File: config.mk
export PLATFORM = sky130hd
export DESIGN_NAME = cia_back
export DESIGN_NICKNAME = d
export VERILOG_FILES = /design/src/hw/rtl/cia_pkg.sv /design/src/hw/rtl/cia_back.sv
export VERILOG_INCLUDE_DIRS = /design/src /design/src/hw/rtl
export SDC_FILE = /design/constraint.sdc
export NUM_CORES = 2
export LEC_CHECK = 0
export BUFFER_PORTS_ARGS = -buffer_cell sky130_fd_sc_hd__buf_2
export CORE_ASPECT_RATIO = 1.25
export CORE_MARGIN = 3
export CORE_UTILIZATION = 40
export CTS_CLUSTER_SIZE = 14
export DETAILED_ROUTE_END_ITERATION = 10
export PLACE_DENSITY = 0.55
export REMOVE_ABC_BUFFERS = 1
export SKIP_CTS_REPAIR_TIMING = 1
export SLEW_MARGIN = 15
export SYNTH_ARGS = -nofsm -noshare
export SYNTH_HDL_FRONTEND = slang
export SYNTH_SLANG_ARGS = --single-unit
File: constraint.sdc
create_clock -name clk -period 31 [get_ports clk]
set_clock_uncertainty 0.05 [all_clocks]
set_input_delay 9.3 -clock clk [delete_from_list [all_inputs] [get_ports clk]]
set_output_delay 9.3 -clock clk [all_outputs]
set_load 0.005 [all_outputs]
File: src/hw/rtl/assert_macros.svh
// Assertion helpers shared by the RTL. Every check is clocked on clk and is
// switched off while rst is high.
`ifndef ASSERT_MACROS_SVH
`define ASSERT_MACROS_SVH

// The condition must hold at every clock edge.
`define CIA_ASSERT(label, cond, msg) \
  label: assert property (@(posedge clk) disable iff (rst) (cond)) else $error(msg);

// The consequent must hold in the same cycle as the antecedent.
`define CIA_ASSERT_IMP(label, ante, cons, msg) \
  label: assert property (@(posedge clk) disable iff (rst) (ante) |-> (cons)) else $error(msg);

// The consequent must hold in the cycle after the antecedent.
`define CIA_ASSERT_NXT(label, ante, cons, msg) \
  label: assert property (@(posedge clk) disable iff (rst) (ante) |=> (cons)) else $error(msg);

`endif

File: src/hw/rtl/cia_pkg.sv
`timescale 1ns / 1ps

package cia_pkg;

  localparam int S_DATA_W    = 136;
  localparam int M_DATA_W    = 72;
  localparam int QUEUE_DEPTH = 4;

  localparam logic [3:0] ACT_ADD = 4'd0;
  localparam logic [3:0] ACT_MUL = 4'd1;
  localparam logic [3:0] ACT_DIV = 4'd2;
  localparam logic [3:0] ACT_MOD = 4'd3;
  localparam logic [3:0] ACT_LT  = 4'd4;
  localparam logic [3:0] ACT_LE  = 4'd5;
  localparam logic [3:0] ACT_EQ  = 4'd6;
  localparam logic [3:0] ACT_AND = 4'd7;
  localparam logic [3:0] ACT_OR  = 4'd8;
  localparam logic [3:0] ACT_XOR = 4'd9;
  localparam logic [3:0] ACT_SHL = 4'd10;
  localparam logic [3:0] ACT_SHR = 4'd11;
  localparam logic [3:0] ACT_NEG = 4'd12;
  localparam logic [3:0] ACT_NOT = 4'd13;

  localparam logic [2:0] FAULT_NONE     = 3'd0;
  localparam logic [2:0] FAULT_OVERFLOW = 3'd1;
  localparam logic [2:0] FAULT_DIV_ZERO = 3'd2;
  localparam logic [2:0] FAULT_NOT_REPR = 3'd3;
  localparam logic [2:0] FAULT_BAD_SHAMT = 3'd4;
  localparam logic [2:0] FAULT_BAD_SHL  = 3'd5;

  typedef enum logic [1:0] {
    CLS_DONE = 2'd0,
    CLS_MUL  = 2'd1,
    CLS_DIV  = 2'd2
  } cls_t;

  // One classified request on its way from the front to the back.
  typedef struct packed {
    cls_t        cls;
    logic        is_mod;
    logic [1:0]  kind;
    logic        neg;
    logic [63:0] mag_a;
    logic [63:0] mag_b;
    logic [63:0] value;
    logic [2:0]  fault;
  } entry_t;

  // Kind bit 1 set means 64 bits wide, kind bit 0 set means unsigned.
  function automatic logic [63:0] narrow(logic [1:0] k, logic [63:0] v);
    logic [63:0] r;
    r = v;
    if (!k[1]) begin
      r = k[0] ? {32'd0, v[31:0]} : {{32{v[31]}}, v[31:0]};
    end
    return r;
  endfunction

  function automatic logic [63:0] max_pos(logic [1:0] k);
    return k[1] ? 64'h7fff_ffff_ffff_ffff : 64'h0000_0000_7fff_ffff;
  endfunction

  function automatic logic [63:0] min_val(logic [1:0] k);
    return k[1] ? 64'h8000_0000_0000_0000 : 64'hffff_ffff_8000_0000;
  endfunction

endpackage

File: src/hw/rtl/cia_back.sv
`timescale 1ns / 1ps
`include "assert_macros.svh"

module cia_back (
  input  logic                          clk,
  input  logic                          rst,
  input  logic                          head_valid,
  input  cia_pkg::entry_t               head,
  output logic                          pop,
  output logic                          m_tvalid,
  input  logic                          m_tready,
  // value[63:0], fault[66:64], zero pad
  output logic [cia_pkg::M_DATA_W-1:0]  m_tdata
);
  import cia_pkg::*;

  typedef enum logic [3:0] {
    S_IDLE = 4'b0001,
    S_MUL  = 4'b0010,
    S_DIV  = 4'b0100,
    S_DONE = 4'b1000
  } state_t;

  state_t       state, state_next;
  entry_t       cur;
  logic [127:0] acc;
  logic [63:0]  rem, quo, value;
  logic [5:0]   cnt;
  logic [2:0]   fault;
  logic         slot_free, sgn;
  logic [31:0]  xi, yj;
  logic [63:0]  pp;
  logic [127:0] pp_ext;
  logic [64:0]  trial, diff;
  logic [63:0]  lo, limit, raw, fin_val;
  logic         mul_ovf;
  logic [2:0]   fin_fault;

  assign slot_free = !m_tvalid || m_tready;
  assign sgn       = !cur.kind[0];

  // One 32x32 partial product per cycle, from the low and high halves of each magnitude.
  assign xi = cnt[1] ? cur.mag_a[63:32] : cur.mag_a[31:0];
  assign yj = cnt[0] ? cur.mag_b[63:32] : cur.mag_b[31:0];
  assign pp = xi * yj;
  always_comb begin
    case (cnt[1:0])
      2'd0:    pp_ext = {64'd0, pp};
      2'd3:    pp_ext = {pp, 64'd0};
      default: pp_ext = {32'd0, pp, 32'd0};
    endcase
  end

  // Restoring division, one quotient bit per cycle.
  assign trial = {rem, quo[63]};
  assign diff  = trial - {1'b0, cur.mag_b};

  assign lo      = acc[63:0];
  assign limit   = max_pos(cur.kind) + {63'd0, cur.neg};
  assign mul_ovf = sgn && ((|acc[127:64]) || lo > limit);

  always_comb begin
    if (cur.cls == CLS_MUL) begin
      raw       = cur.neg ? (64'd0 - lo) : lo;
      fin_fault = mul_ovf ? FAULT_OVERFLOW : FAULT_NONE;
    end else begin
      raw       = cur.is_mod ? rem : quo;
      raw       = cur.neg ? (64'd0 - raw) : raw;
      fin_fault = FAULT_NONE;
    end
    fin_val = (fin_fault != FAULT_NONE) ? 64'd0 : narrow(cur.kind, raw);
  end

  always_comb begin
    state_next = state;
    pop        = 1'b0;
    unique case (state)
      S_IDLE: begin
        if (head_valid) begin
          if (head.cls == CLS_DONE) begin
            pop = slot_free;
          end else begin
            pop        = 1'b1;
            state_next = (head.cls == CLS_MUL) ? S_MUL : S_DIV;
          end
        end
      end
      S_MUL:  if (cnt[1:0] == 2'd3) state_next = S_DONE;
      S_DIV:  if (cnt == 6'd63) state_next = S_DONE;
      S_DONE: if (slot_free) state_next = S_IDLE;
      default: state_next = S_IDLE;
    endcase
  end

  always_ff @(posedge clk) begin
    if (rst) state <= S_IDLE;
    else state <= state_next;
  end

  always_ff @(posedge clk) begin
    if (state == S_IDLE && pop && head.cls != CLS_DONE) begin
      cur <= head;
      acc <= '0;
      rem <= '0;
      quo <= head.mag_a;
      cnt <= '0;
    end else if (state == S_MUL) begin
      acc <= acc + pp_ext;
      cnt <= cnt + 1'b1;
    end else if (state == S_DIV) begin
      if (!diff[64]) begin
        rem <= diff[63:0];
        quo <= {quo[62:0], 1'b1};
      end else begin
        rem <= trial[63:0];
        quo <= {quo[62:0], 1'b0};
      end
      cnt <= cnt + 1'b1;
    end
  end

  always_ff @(posedge clk) begin
    if (rst) begin
      m_tvalid <= 1'b0;
    end else if (state == S_IDLE && pop && head.cls == CLS_DONE) begin
      m_tvalid <= 1'b1;
    end else if (state == S_DONE && slot_free) begin
      m_tvalid <= 1'b1;
    end else if (m_tready) begin
      m_tvalid <= 1'b0;
    end
  end

  always_ff @(posedge clk) begin
    if (state == S_IDLE && pop && head.cls == CLS_DONE) begin
      value <= head.value;
      fault <= head.fault;
    end else if (state == S_DONE && slot_free) begin
      value <= fin_val;
      fault <= fin_fault;
    end
  end

  assign m_tdata = {5'd0, fault, value};

  `CIA_ASSERT_IMP(a_no_pop_busy, state != S_IDLE, !pop, "queue popped while unit busy")
  `CIA_ASSERT_IMP(a_fault_zero, m_tvalid && fault != FAULT_NONE, value == 64'd0,
                  "faulted result carries a value")
  `CIA_ASSERT_NXT(a_mul_len, state == S_MUL && cnt[1:0] == 2'd3, state == S_DONE,
                  "multiply did not finish after four steps")

endmodule

==> impl_metrics.env <==
export IMPL_antenna_found_initial=12
export IMPL_dp_hpwl_um=225000
export IMPL_hold_path_class="reg -> reg"
export IMPL_drive_above_1_share_pct=7.79
export IMPL_clkSlewWorstSetupHoldPaths_ps=60
export IMPL_chipWidth_um=377
export IMPL_ys_seq_area_share_pct=17.5
export IMPL_syn2layout_area_growth_pct=8.63
export IMPL_reg2reg_depth=44
export IMPL_hold_viol_final=0
export IMPL_start_util_pct=40.4
export IMPL_routedWlPerCell_um=26.6
export IMPL_row_count=169
export IMPL_die_area_mm2=0.177
export IMPL_grt_usage_pct=31.2
export IMPL_fmax_ghz=0.0517
export IMPL_postRouteAntennaNets=0
export IMPL_synth_cell_type_count=86
export IMPL_synth_avg_cell_area_um2=8.40
export IMPL_syn_area_mm2=0.0688
export IMPL_critPathMaxStageDelay_ps=320
export IMPL_core_mm2=0.170
export IMPL_startpoint_type="primary input"
export IMPL_synth_commonest_cells="nand2_1 (1212), inv_1 (1028), fa_1 (898)"
export IMPL_r2r_start="cnt[1]"
export IMPL_setup_viol_count_final=0
export IMPL_synth_edf_count=265
export IMPL_worst_endpoint_arrival_ps=10010
export IMPL_r2r_end="acc[127]"
export IMPL_relSlewSlack_pct=18.5
export IMPL_critPathMaxFanout=3
export IMPL_critical_path_class="in -> out"
export IMPL_setup_tns_ps=0
export IMPL_yosys_top_cells_area="fa_1 (26%), edfxtp_1 (12%), ha_1 (9.7%)"
export IMPL_rsz0062_at_grt="no"
export IMPL_grt_max_degree=150
export IMPL_grt_pass1_wl_um=410000
export IMPL_cts_htree_levels=2
export IMPL_synth_seq_cells=468
export IMPL_hold_path_cell_count=2
export IMPL_worstSkewPairLatency_ps=710
export IMPL_cp_end_kind="output port"
export IMPL_yosys_area_top_type="fa_1"
export IMPL_stdcell_area_mm2=0.0747
export IMPL_path_buf_inv=2
export IMPL_synthMostInstantiatedCell="nand2_1"
export IMPL_finalCritPeriodShare_pct=62.4
export IMPL_yosys_warnings=0
export IMPL_die_h_um=470
export IMPL_pin_count=279
export IMPL_dpl_cell_area_mm2=0.0727
export IMPL_synth_top_area_share_pct=26.1
export IMPL_drcViolationCount=0
export IMPL_drtIter0Drc=5402
export IMPL_drv_cap=0
export IMPL_dr_total_vias=61400
export IMPL_first_global_vias=62100
export IMPL_clock_sinks=468
export IMPL_clk_path_buf_depth=3
export IMPL_path_cells="buf_2, nor2b_1, a21oi_1, buf_2"
export IMPL_globalplace_congestion=0.973
export IMPL_synthCells=8190
export IMPL_cts_buffers=58
export IMPL_slowest_stage="nor2b_1"
export IMPL_clockRootBuffer="clkbuf_16"
export IMPL_fin_crit_ps=19360
export IMPL_required_ps=21650
export IMPL_grt_overflow=0
export IMPL_firstDrtPassIters=6
export IMPL_hold_path_endpoint="acc[78]"
export IMPL_status="finished, final reports clean"
export IMPL_hold_path_startpoint="acc[78]"
export IMPL_slew_violations=0
export IMPL_synthFlopType="edfxtp_1"
export IMPL_async_reset_ff_share_pct=0
export IMPL_crit_top_cell="buf_2"
export IMPL_finalWirelength_um=280000
export IMPL_port_buffers=273
export IMPL_final_nets=9875
export IMPL_r2r_slack_ps=15320
export IMPL_worst_pin_slew_ps=1210
export IMPL_cts_tree="done"
export IMPL_vias_per_cell=5.84
export IMPL_path_delay_family="simple AND/OR/NAND/NOR gates"
-- layout make-up --
type                       instances  area, µm²
timing repair buffer             412       2430
clock buffer                      72       1570
multi-input combinational       6271      51600
tap                             2223       2780
antenna                            3       7.51
clock inverter                    35        467
fill                           17100      95500
inverter                        1030       3870
sequential                       468      12000
-- layout by cell type, fill, tap and decap left out, types with 24 or more instances in the layout --
cell type  instances
mux2i_1           84
o21ai_0          342
and2_1            87
a211oi_1          36
inv_1           1027
buf_4            137
xor2_1           145
o21ai_1           30
a22o_1           101
nand2b_1          33
fa_1             898
o21a_1            29
nor4_1            44
o311ai_0          36
dfxtp_1          201
mux2_2            43
a21oi_1          481
o211ai_1          35
clkbuf_16         59
a31oi_1           44
xnor2_1          209
o21bai_1          61
nor2_1           853
nand2_1         1212
and3_1            40
o31ai_1           43
nand4_1          114
nor3_1            87
or3_1             33
nor2b_1           32
buf_2            273
nand3_1          111
ha_1             530
a21o_1           175
mux2i_2           24
edfxtp_1         265
-- kinds of logic (layout without fill, tap and decap cells) --
| family | count (synthesis) | count (layout) | share of synthesized area (%) |
|---|---|---|---|
| AND/OR/NAND/NOR | 2728 | 2728 | 17.1 |
| AO/OA/AOI/OAI | 1600 | 1600 | 14.8 |
| buffers and inverters | 1455 | 1549 | 7.99 |
| adder cells (fa/ha/maj) | 1429 | 1429 | 35.8 |
| flip-flops | 468 | 468 | 17.5 |
| XOR/XNOR | 355 | 355 | 4.52 |
| multiplexers | 154 | 154 | 2.32 |
| other | 1 | 8 | 0.00545 |
-- sequential cells by signal, indices dropped and copies added (netlist names) --
name	cells
cur	134
acc	128
quo	64
rem	64
value	64
cnt	6
state	4
fault	3
m_tvalid	1
-- stage by stage --
| step | cells | util, % | worst slack [ps] | hold slack, ps |
|---|---|---|---|---|
| after global routing | 10500 | 43.9 | 11590 | 453 |
| after CTS | 10500 | 43.9 | 11650 | 424 |
| after global placement | 10400 | 42.7 | 11650 | 409 |
| final | 10500 | 43.9 | 11640 | 427 |
| after detailed placement | 10400 | 42.7 | 11660 | 416 |
| after floorplan | 7769 | - | 9820 | 399 |
-- worst min-delay path, cell delays in order, from the launching register on --
cell and delay, ps:
dfxtp_1 320, nand2_1 60, a21oi_1 50
-- worst max path at each step --
stage	startpoint	to	slack, ps	cells after the start
floorplan	head[200]	quo[0]	9820	5
CTS	m_tready	pop	11650	4
global placement	m_tready	pop	11650	4
detailed placement	m_tready	pop	11660	4
finish	m_tready	pop	11640	4
global route	m_tready	pop	11590	4
-- per-layer routing --
metal,vias up,share of wire (%),GRT usage (%)
met3,636,7.6,4.75
met2,2626,46,50.6
li1,27300,-,-
met4,6,6.3,15.9
met5,-,0.013,0
met1,30800,40,40.2
Power is not shown: default switching activity piles up to over one toggle a cycle in this logic, so the estimate is an artifact.
