## src/hw/rtl/assert_macros.svh

```systemverilog
// Assertion helpers shared by the RTL. Every check is clocked on clk and is
// switched off while rst is high.
`ifndef ASSERT_MACROS_SVH
`define ASSERT_MACROS_SVH

// The condition must hold at every clock edge.
`define CIA_ASSERT(label, cond, msg) \
  label: assert property (@(posedge clk) disable iff (rst) (cond)) else $error(msg);

// The consequent must hold in the same cycle as the antecedent.
`define CIA_ASSERT_IMP(label, ante, cons, msg) \
  label: assert property (@(posedge clk) disable iff (rst) (ante) |-> (cons)) else $error(msg);

// The consequent must hold in the cycle after the antecedent.
`define CIA_ASSERT_NXT(label, ante, cons, msg) \
  label: assert property (@(posedge clk) disable iff (rst) (ante) |=> (cons)) else $error(msg);

`endif

```

## src/hw/rtl/cia_pkg.sv

```systemverilog
`timescale 1ns / 1ps

package cia_pkg;

  localparam int S_DATA_W    = 136;
  localparam int M_DATA_W    = 72;
  localparam int QUEUE_DEPTH = 4;

  localparam logic [3:0] ACT_ADD = 4'd0;
  localparam logic [3:0] ACT_MUL = 4'd1;
  localparam logic [3:0] ACT_DIV = 4'd2;
  localparam logic [3:0] ACT_MOD = 4'd3;
  localparam logic [3:0] ACT_LT  = 4'd4;
  localparam logic [3:0] ACT_LE  = 4'd5;
  localparam logic [3:0] ACT_EQ  = 4'd6;
  localparam logic [3:0] ACT_AND = 4'd7;
  localparam logic [3:0] ACT_OR  = 4'd8;
  localparam logic [3:0] ACT_XOR = 4'd9;
  localparam logic [3:0] ACT_SHL = 4'd10;
  localparam logic [3:0] ACT_SHR = 4'd11;
  localparam logic [3:0] ACT_NEG = 4'd12;
  localparam logic [3:0] ACT_NOT = 4'd13;

  localparam logic [2:0] FAULT_NONE     = 3'd0;
  localparam logic [2:0] FAULT_OVERFLOW = 3'd1;
  localparam logic [2:0] FAULT_DIV_ZERO = 3'd2;
  localparam logic [2:0] FAULT_NOT_REPR = 3'd3;
  localparam logic [2:0] FAULT_BAD_SHAMT = 3'd4;
  localparam logic [2:0] FAULT_BAD_SHL  = 3'd5;

  typedef enum logic [1:0] {
    CLS_DONE = 2'd0,
    CLS_MUL  = 2'd1,
    CLS_DIV  = 2'd2
  } cls_t;

  // One classified request on its way from the front to the back.
  typedef struct packed {
    cls_t        cls;
    logic        is_mod;
    logic [1:0]  kind;
    logic        neg;
    logic [63:0] mag_a;
    logic [63:0] mag_b;
    logic [63:0] value;
    logic [2:0]  fault;
  } entry_t;

  // Kind bit 1 set means 64 bits wide, kind bit 0 set means unsigned.
  function automatic logic [63:0] narrow(logic [1:0] k, logic [63:0] v);
    logic [63:0] r;
    r = v;
    if (!k[1]) begin
      r = k[0] ? {32'd0, v[31:0]} : {{32{v[31]}}, v[31:0]};
    end
    return r;
  endfunction

  function automatic logic [63:0] max_pos(logic [1:0] k);
    return k[1] ? 64'h7fff_ffff_ffff_ffff : 64'h0000_0000_7fff_ffff;
  endfunction

  function automatic logic [63:0] min_val(logic [1:0] k);
    return k[1] ? 64'h8000_0000_0000_0000 : 64'hffff_ffff_8000_0000;
  endfunction

endpackage

```

## src/hw/rtl/cia_queue.sv

```systemverilog
`timescale 1ns / 1ps
`include "assert_macros.svh"

module cia_queue #(
  parameter int DEPTH = cia_pkg::QUEUE_DEPTH
) (
  input  logic            clk,
  input  logic            rst,
  input  logic            push,
  input  cia_pkg::entry_t push_entry,
  output logic            full,
  input  logic            pop,
  output logic            head_valid,
  output cia_pkg::entry_t head
);
  import cia_pkg::*;

  localparam int IW = $clog2(DEPTH);
  localparam int CW = $clog2(DEPTH + 1);

  entry_t        mem [DEPTH];
  logic [IW-1:0] wr_ptr, rd_ptr;
  logic [CW-1:0] count;

  assign full       = (count == CW'(DEPTH));
  assign head_valid = (count != '0);
  assign head       = mem[rd_ptr];

  always_ff @(posedge clk) begin
    if (push) mem[wr_ptr] <= push_entry;
  end

  always_ff @(posedge clk) begin
    if (rst) begin
      wr_ptr <= '0;
      rd_ptr <= '0;
      count  <= '0;
    end else begin
      if (push) wr_ptr <= (wr_ptr == IW'(DEPTH - 1)) ? '0 : wr_ptr + 1'b1;
      if (pop)  rd_ptr <= (rd_ptr == IW'(DEPTH - 1)) ? '0 : rd_ptr + 1'b1;
      if (push && !pop) count <= count + 1'b1;
      else if (pop && !push) count <= count - 1'b1;
    end
  end

  `CIA_ASSERT(a_count_range, count <= CW'(DEPTH), "queue count above depth")
  `CIA_ASSERT_IMP(a_pop_nonempty, pop, count != '0, "pop from empty queue")
  `CIA_ASSERT_IMP(a_push_room, push, count != CW'(DEPTH), "push into full queue")

endmodule

```

## config.mk

```make
export PLATFORM = sky130hd
export DESIGN_NAME = cia_queue
export DESIGN_NICKNAME = d
export VERILOG_FILES = /design/src/hw/rtl/cia_pkg.sv /design/src/hw/rtl/cia_queue.sv
export VERILOG_INCLUDE_DIRS = /design/src /design/src/hw/rtl
export SDC_FILE = /design/constraint.sdc
export NUM_CORES = 1
export LEC_CHECK = 0
export ABC_AREA = 0
export BUFFER_PORTS_ARGS = -buffer_cell sky130_fd_sc_hd__buf_2
export CAP_MARGIN = 0
export CELL_PAD_IN_SITES_DETAIL_PLACEMENT = 1
export CELL_PAD_IN_SITES_GLOBAL_PLACEMENT = 2
export CORE_MARGIN = 2
export CORE_UTILIZATION = 41
export CTS_CLUSTER_SIZE = 28
export DETAILED_ROUTE_END_ITERATION = 10
export PLACE_DENSITY_LB_ADDON = 0.1
export SYNTH_ARGS = -nofsm -noshare
export SYNTH_HDL_FRONTEND = slang
export SYNTH_SLANG_ARGS = --single-unit
```

## constraint.sdc

```tcl
create_clock -name clk -period 5.3 [get_ports clk]
set_input_delay 0.53 -clock clk [delete_from_list [all_inputs] [get_ports clk]]
set_output_delay 0.53 -clock clk [all_outputs]
set_load 0.02 [all_outputs]
```

==> run metrics, run 1 <==
nets@finish about 1,800; clk slew on worst S/H paths 60 ps; DRT iter0 DRCs between 700 and 800; min-delay worst type input port to flop; Power Total approximately 15 mW; Syn-to-layout area delta 19.33%; top-area cell type share of the netlist area 81.41%; Seq/Total Area, Yosys 82.01%; clock sinks 813; DP HPWL around 36,000 µm; Comb power frac a little under a tenth; #FFs+latches synth a little over 800; initial core utilization approximately two fifths; Setup CP Type flop to primary output; final hold violation count 0; H-tree depth 3; core area 0.07161 mm²; Reg2Reg Setup Slack around 3200 ps; # Post-CTS Setup Buffers 0; first-pass GRT wire length 93,070 µm; io pins 408; Slew Viols, Final 0; slew margin rel. around 36%; Max VDD drop ~0.28 mV; status finished clean; die area 0.07450 mm²; Total GRT Usage around 17%; share of cells above drive strength 1 45.69%; CP arrival approximately 3000 ps; Unique masters post-synth 19; placed inst area about 0.033 mm²; Post-Synth Adder-Cell Area less than 1%; cell accounting for the most synthesized area edfxtp_1; CP Data Required Time between 4000 and 5000 ps; Gate Count Post-Synth 1,094; vias 13,157; Mean Syn Cell Area 27.11 µm²; PostCTS Resize Cnt 0; clock latency on the worst-skew pair 620 ps; Setup-failing EPs final 0; Fmax achieved between 200 and 300 MHz; root buffer cell clkbuf_16; cts hold-fix bufs 0; clk buf depth 3; post-synthesis simple-gate area fraction less than 1%; remaining antenna violation count 0; mux share of post-synthesis cell area 15.40%; setup_tns 0 ps; floorplan row count a little under 100; largest net degree at the start of global routing approximately 110; Syn. warnings 0; pin slew with the least headroom to its limit approximately 960 ps; CTS tree done; Clk pwr share 39.8%; Placer Congestion 0.6853; Synth Area in Compound Gates less than 1%; main combinational cell family by area after synthesis multiplexers; sw power 3.297 mW; antenna violations before repair 20; total grt overflow 0; chip width 273.0 µm; vias per cell a little over 5; Pwr Density a little over 400 mW/mm²; Port Buffers around 410; Internal around 11 mW; Post-Synth XOR/XNOR Area less than 1%; fin area approximately 0.035 mm²; Post-Layout Cell Count 2,581; fin crit share about 66%; Routed Wire Length ~62,000 µm; vias in the first global route about 14,000; Synth area leaders edfxtp_1 81%, mux4_2 15%, buf_12 1.4%; Post-Syn Area just under 0.03 mm²; Sw Share a little under a quarter; critical-path maximum fanout 58; Max-Cap Viols 0; Tmin final between 3000 and 4000 ps; unrepaired setup endpoints after global routing no; # DRC 0; Die Y approximately 270 µm; Pleak between 10 and 15 nW; Inserted Clock Buffers 87; Syn Nets around 1,300; Inst Count DP approximately 2,400; Sequential Power Share 51.1%; wire length per cell 24.19 µm; CP endpoint kind primary output; CP startpoint kind flop; DR pass1 iterations 4; clk_skew around 19 ps
per-layer routing:
metal  wire, µm  up-vias  part of all wire (%)  global-route usage, %
li1           -     5720                     -                      -
met1      25700     6969                    41                  22.08
met2      30560      345                    49                  27.16
met3       4933       97                   7.9                  5.579
met4       1053       26                   1.7                  4.731
met5        183        -                  0.29                      0
worst max-delay path: stages (launching register included):
cell and delay (ps):
dfxtp_4 970, buf_12 500, mux4_2 610, buf_2 190
final timing paths:
check,from,to,cells after the start
hold / removal,push_entry[27],mem[3][27],1
setup reg to reg,wr_ptr[0],mem[2][132],4
hold reg to reg,count[2],count[2],2
setup / recovery,flop,head[139],3
state kept, by name (all words and copies together) (netlist names), named ones only:
register  cells
mem         804
count         3
rd_ptr        2
wr_ptr        2
metrics by stage:
| stage | worst slack [ps] | util, % | hold slack, ps |
|---|---|---|---|
| floorplan | 1843 | - | 455.3 |
| global placement | 2318 | 45.56 | 496.0 |
| detailed placement | 2314 | 45.56 | 512.1 |
| CTS | 1618 | 49.40 | 61.49 |
| global route | 1521 | 49.40 | 85.10 |
| finish | 1802 | 49.42 | 114.5 |
Yosys cell counts:
master      n
dfxtp_1     9
a21oi_1     2
or3_1       2
mux2i_1     4
and2_1      4
ha_1        6
nor3b_1     2
buf_6       1
fa_1        1
mux4_2    201
buf_4       1
buf_12     21
inv_1       4
buf_2      19
o21ai_0     1
edfxtp_1  804
clkbuf_1    3
xor2_1      2
nor2_1      7
logic make-up (layout without fill, tap and decap cells):
logic type | Yosys count | count (layout)
AOI/OAI and AO/OA | 3 | 3
xor gates and xnor gates | 2 | 2
adders and majority gates | 7 | 7
buffers and inverters | 49 | 579
DFF | 813 | 813
muxes | 205 | 205
other | 0 | 7
and+or+nand+nor | 15 | 15
layout by cell type, fill, tap and decap left out, types with 2 or more instances in the layout:
master	Yosys	routed
dfxtp_4	0	2
diode_2	0	7
mux2i_1	4	4
a21oi_1	2	2
inv_16	0	2
dfxtp_1	9	7
or3_1	2	2
clkbuf_1	3	19
clkinv_1	0	21
mux4_2	201	201
xor2_1	2	2
inv_1	4	4
clkinv_2	0	12
and2_4	0	4
clkinvlp_4	0	2
bufinv_16	0	7
nor2_1	7	7
buf_12	21	13
nor3b_1	2	2
clkbuf_16	0	89
buf_2	19	407
edfxtp_1	804	804
ha_1	6	6
area by class of cell:
type | count | area [µm²]
flip-flops and latches | 813 | 24330
clock buffers | 108 | 2298
fillers | 6399 | 36220
diodes | 7 | 17.52
multi-input cells | 232 | 4783
clock inverters | 46 | 450.4
well taps | 950 | 1189
repair buffers | 421 | 2305
inverters | 4 | 15.01
power groups by stage:
stage	Sequential [mW]	Clock (mW)	Combinational (mW)
4_1_cts	7.47	6.00	1.38
3_3_place_gp	7.59	0	1.36
6_report	7.46	5.82	1.33
5_1_grt	7.49	6.23	1.43
3_5_place_dp	7.60	0	1.37
2_1_floorplan	7.57	0	0.878
(Power assumes the default switching activity.)
==> inputs of run 2 (changes only) <==
- clock period: 5.3 -> 3.1 ns (I/O delays scaled with it)
==> run 2 against run 1 <==
  * Die area stayed put
  * Sequential power rose by 70%
  * Flip-flop and latch count unchanged
  * Largest cell class unchanged
  * Global-route usage is 1.1 points higher
  * Total power is 72% higher
  * Utilization grew 3.4 points
  * Largest power group unchanged
  * Critical path depth grew 1
  * Final area grew 6.9%
  * Final cell count up 9.1%
  * Non-clock buffer count is 234 higher
  * Sequential share of layout area shrank 4.5 points
==> run metrics, run 2 (synthesis gave the netlist of run 1 again) <==
Reg2Reg Setup Slack 1190 ps (-1980 ps); R2R Path Start wr_ptr[0]; floorplan row count 98 (unchanged); Setup-failing EPs final 0 (unchanged); CP arrival 2460 ps (-510 ps); unrepaired setup endpoints after global routing no; cts hold-fix bufs 202 (+202); GR Util met3 3.910% (-1.7 points); total grt overflow 0 (unchanged); min-delay worst type input port to flop; Pwr Density 665.4 mW/mm² (+61%); global route hottest layer met2; Max VDD drop 0.5068 mV (+82%); vias per cell 5.005 (-1.8%); DRT iter0 DRCs 746 (+4.8%); Largest regs mem: 804 flops, count: 3 flops; Fmax achieved about 360 MHz; antenna violations before repair 6 (-70%); CP endpoint kind primary output; M2 GR Usage 30.88% (+3.7 points); Setup CP Type flop to primary output; Die Y 273.0 µm (unchanged); fin area 0.03785 mm² (+6.9%); worst r2r path cells 3 (-1); DP HPWL 41,390 µm (+14%); Routed Wire Length 65,880 µm (+5.5%); CTS tree done; clock latency on the worst-skew pair 630 ps (about the same); largest net degree at the start of global routing 50 (-56%); clk_skew 23.96 ps (+4.787 ps); Max-Cap Viols 0 (unchanged); Placer Congestion 0.7257 (+5.9%); Inserted Clock Buffers 87 (unchanged); # Post-CTS Setup Buffers 0 (unchanged); HP Start pop; PostCTS Resize Cnt 0 (unchanged); Port Buffers 407 (unchanged); io pins 408 (unchanged); H-tree depth 3 (unchanged); clk buf depth 3 (unchanged); Layout fillers 6,338 (-0.95%); placed inst area 0.03310 mm² (+1.5%); DR pass1 iterations 4 (unchanged); commonest non-fill, non-tap cell in the layout edfxtp_1; setup_tns 0 ps (unchanged); CP Data Required Time 2790 ps (-1980 ps); share of cells above drive strength 1 41.95% (-3.7 points); vias in the first global route 15,801 (+10%); die area 0.07450 mm² (unchanged); core area 0.07161 mm² (unchanged); reg-to-reg endpoint mem[1][4]; status finished clean; wire length per cell 23.39 µm (-3.3%); Total GRT Usage 17.95% (+1.1 points); commonest cells after routing, fill and taps aside 804 x edfxtp_1, 407 x buf_2, 202 x dlygate4sd3_1; remaining antenna violation count 0 (unchanged); fin crit share between 80% and 90%; clock sinks 813 (unchanged); CP startpoint kind flop; root buffer cell clkbuf_16; Min Hold Slack 39.85 ps (-74.69 ps); # DRC 0 (unchanged); chip width 273.0 µm (unchanged); final hold violation count 0 (unchanged); initial core utilization 41.42% (unchanged); routing usage on met1 22.78% (+0.70 points); nets@finish 2,005 (+13%); vias 14,098 (+7.2%); slew margin rel. 48.58% (+13 points); pin slew with the least headroom to its limit 771.3 ps (-191.8 ps); end-of-flow core utilization 52.85% (+3.4 points); Slew Viols, Final 0 (unchanged); Min-Delay Path Depth 3 (+2); critical-path maximum fanout 18 (-69%); most flop-heavy register mem; Syn-to-layout area delta 27.61%; first-pass GRT wire length 99,550 µm (+7.0%); Power Total 25.18 mW (+72%); number of flip-flops in the largest register 804 (unchanged); Tmin final between 2000 and 3000 ps; clk slew on worst S/H paths 60 ps (about the same); Pleak 12.81 nW (+9.0%)
-- run 2: layout make-up --
type                    count  area (µm²)  area share (%)
multi-input cells         232        4783           12.64
flip-flops and latches    813       24330           64.29
inverters                   4       15.01         0.03967
clock buffers             110        2327           6.149
clock inverters            50       387.9           1.025
diodes                      3       7.507         0.01984
well taps                 950        1189           3.141
repair buffers            655        4805           12.70
-- run 2: worst max path at each step --
stage / startpoint / end
2_1_floorplan: wr_ptr[0] / mem[3][0]
3_3_place_gp: flop / head[139]
3_5_place_dp: flop / head[69]
4_1_cts: flop / head[22]
5_1_grt: flop / head[22]
6_report: flop / head[22]
-- run 2: power by group --
part           switching [mW]  total, mW  internal [mW]  leakage, nW
Sequential              0.128       12.7           12.6         7.46
Clock                    4.09       9.82           5.73         1.32
Combinational            1.50       2.63           1.13         4.03
-- run 2: per-layer routing --
| layer | share of wire (%) | vias up |
|---|---|---|
| met5 | 0.056 | - |
| met4 | 2.5 | 6 |
| met3 | 5.7 | 103 |
| met2 | 51 | 350 |
| met1 | 40 | 7470 |
| li1 | - | 6169 |
-- run 2: critical path, stage by stage (launching register included) --
cell	delay, ps
dfxtp_4	610
buf_12	280
buf_12	210
mux4_2	540
buf_2	180
-- run 2: per-stage QoR --
| step | setup slack (ps) | instances |
|---|---|---|
| after global routing | 157.6 | 2816 |
| after detailed placement | 897.3 | 2452 |
| after CTS | 204.5 | 2814 |
| after global placement | 890.2 | 2452 |
| after floorplan | 691.6 | 1094 |
| final | 328.6 | 2817 |
==> inputs of run 3 (changes only) <==
- ABC_AREA: 0 -> 1
- CORE_UTILIZATION: 41 -> 37
==> run 3 against run 2 <==
  * Final cell count up 33%
  * Global-route usage up 1.6 points
  * Non-clock buffer count fell by 4
  * Wire length is 26% higher
  * Flip-flop and latch count unchanged
  * Synthesized cell count up 83%
  * Fmax decreased by 1.9%
  * Synthesized area up 1.8%
==> run metrics, run 3 <==
Gate Count Post-Synth 2,004 (+83%); wire length per cell 22.19 µm (-5.1%); Unique masters post-synth 22 (+3); Fmax achieved 354.0 MHz (-1.9%); Setup CP Type flop to primary output; Setup-failing EPs final 0 (unchanged); most flop-heavy register mem; commonest cells after routing, fill and taps aside 804 x edfxtp_1, 411 x nor2_1, 407 x buf_2; CTS tree done; Post-Synth XOR/XNOR Area 0.02900% (-0.030 points); Inserted Clock Buffers 89 (+2.3%); first-pass GRT wire length 123,600 µm (+24%); Routed Wire Length 83,210 µm (+26%); slew margin rel. 37.13% (-11 points); DR pass1 iterations 5 (+1); Power Total 26.16 mW (+3.9%); root buffer cell clkbuf_16; fin crit share 91.14% (+1.7 points); Port Buffers 407 (unchanged); main combinational cell family by area after synthesis compound AO/OA/AOI/OAI gates; footprint of the multi-input gates 0.005021 mm² (+5.0%); final hold violation count 0 (unchanged); Inst Count DP 3,380 (+38%); mux share of post-synthesis cell area 0% (-15 points); clock sinks 813 (unchanged); core area 0.08068 mm² (+13%); Post-Layout Cell Count 3,750 (+33%); placed inst area 0.03340 mm² (+0.91%); # DRC 0 (unchanged); top-area cell type share of the netlist area 79.94% (-1.5 points); antenna violations before repair 8 (+2); final setup margin 274.8 ps (-53.88 ps); clk slew on worst S/H paths 60 ps (about the same); # Post-CTS Setup Buffers 0 (unchanged); number of flip-flops in the largest register 804 (unchanged); Syn Nets 2,216 (+70%); Pleak 13.37 nW (+4.4%); Post-synth EDFFs 804 (unchanged); unrepaired setup endpoints after global routing no; worst r2r path cells 5 (+2); commonest non-fill, non-tap cell in the layout edfxtp_1; clk buf depth 3 (unchanged); CP endpoint kind primary output; Post-synth top cells 804 x edfxtp_1, 411 x nor2_1, 363 x o21ai_0; #FFs+latches synth 813 (unchanged); Syn-to-layout area delta 26.93%; share of cells above drive strength 1 22.09% (-20 points); Max-Cap Viols 0 (unchanged); Die Y 289.7 µm (+6.1%); largest net degree at the start of global routing 177 (+250%); initial core utilization 37.43% (-4.0 points); Post-Synth Adder-Cell Area 0.3149% (-0.0058 points); clock latency on the worst-skew pair 640 ps (about the same); Synth Area in Compound Gates 10.93% (+11 points); Min-Delay Path Depth 3 (unchanged); critical-path maximum fanout 176 (+158); cell accounting for the most synthesized area edfxtp_1; CP startpoint kind flop; die area 0.08392 mm² (+13%); vias in the first global route 20,653 (+31%); DRT iter0 DRCs 1,067 (+43%); DP Worst Slack 915.1 ps (+17.82 ps); Placer Congestion 0.7194 (-0.87%); Mean Syn Cell Area 15.07 µm² (-44%); Seq. cell area 0.02433 mm² (about the same); DP HPWL 48,710 µm (+18%); asr flop ratio synth 0% (unchanged); io pins 408 (unchanged); Seq/Total Area, Yosys 80.54% (-1.5 points); vias per cell 5.101 (+1.9%); end-of-flow core utilization 47.51% (-5.3 points); nets@finish 2,825 (+41%); Largest regs mem: 804 flops, count: 3 flops; Pwr Density 682.5 mW/mm² (+2.6%); Layout fillers 8,125 (+28%); min-delay worst type input port to flop; CP arrival 2520 ps (+60 ps); top_reg_cell synth edfxtp_1; clk_skew 25.48 ps (+1.518 ps); vias 19,129 (+36%); H-tree depth 3 (unchanged); Synth area leaders edfxtp_1 80%, o21ai_0 6.0%, nor2_1 5.1%; post-synthesis simple-gate area fraction 5.307% (+5.0 points); Slew Viols, Final 0 (unchanged); floorplan row count 104 (+6.1%); most numerous cell in the Yosys netlist edfxtp_1; remaining antenna violation count 0 (unchanged); Max VDD drop 0.4628 mV (-8.7%); status finished clean; CP Data Required Time 2790 ps (about the same); Tmin final 2825 ps (+53.88 ps); chip width 289.7 µm (+6.1%); Total GRT Usage 19.53% (+1.6 points); Syn. warnings 0 (unchanged); fin area 0.03833 mm² (+1.3%); Post-Syn Area 0.03020 mm² (+1.8%); total grt overflow 0 (unchanged); pin slew with the least headroom to its limit 943.0 ps (+171.7 ps)
## run 3: worst paths after layout
kind	startpoint	endpoint	slack, ps
setup / recovery	flop	head[120]	270
hold / removal	push	wr_ptr[1]	70
setup reg to reg	wr_ptr[1]	mem[1][105]	1170
hold reg to reg	wr_ptr[1]	wr_ptr[1]	500
## run 3: final cells by class
| cell class | count | area share (%) |
|---|---|---|
| clock buffer | 107 | 6.042 |
| tap | 1060 | 3.460 |
| multi-input combinational | 1042 | 13.10 |
| antenna | 6 | 0.03917 |
| sequential | 813 | 63.48 |
| timing repair buffer | 651 | 12.13 |
| clock inverter | 55 | 1.508 |
| inverter | 16 | 0.2415 |
## run 3: layer usage
layer	track usage (%)	up-vias	share of wire [%]
met3	4.686	135	5.4
li1	-	8843	-
met1	23.93	9759	42
met4	5.462	8	2.6
met5	0	-	0.061
met2	34.36	384	50
## run 3: power breakdown
part	internal [mW]	switching [mW]	total [mW]
Sequential	12.6	0.105	12.7
Clock	6.25	4.24	10.5
Combinational	0.941	2.06	3.00
Total	19.8	6.40	26.2
## run 3: what timing repair did
item                                   CTS  global route
setup endpoints to repair                0             0
endpoints found under the hold margin  808             0
gates resized for setup                  0             0
hold buffers                           202             0
## run 3: kinds of logic (layout without fill, tap and decap cells)
logic type | count (synthesis) | in the layout
flops | 813 | 813
other cells | 0 | 6
simple gates | 425 | 425
fa+ha+maj | 7 | 7
compound gates | 609 | 609
xor+xnor | 1 | 1
buf+inv | 149 | 829
## run 3: through the flow
| step | hold WS [ps] | setup TNS (ps) |
|---|---|---|
| CTS | 21.46 | 0 |
| finish | 71.36 | 0 |
| global route | 46.59 | 0 |
| floorplan | 375.0 | -725440 |
| detailed placement | 493.5 | 0 |
| global placement | 473.8 | 0 |
## run 3: critical path: stages, from the launching register on
cell and delay (ps):
dfxtp_4 420, buf_12 450, o21ai_0 210, o22ai_1 300, buf_2 230
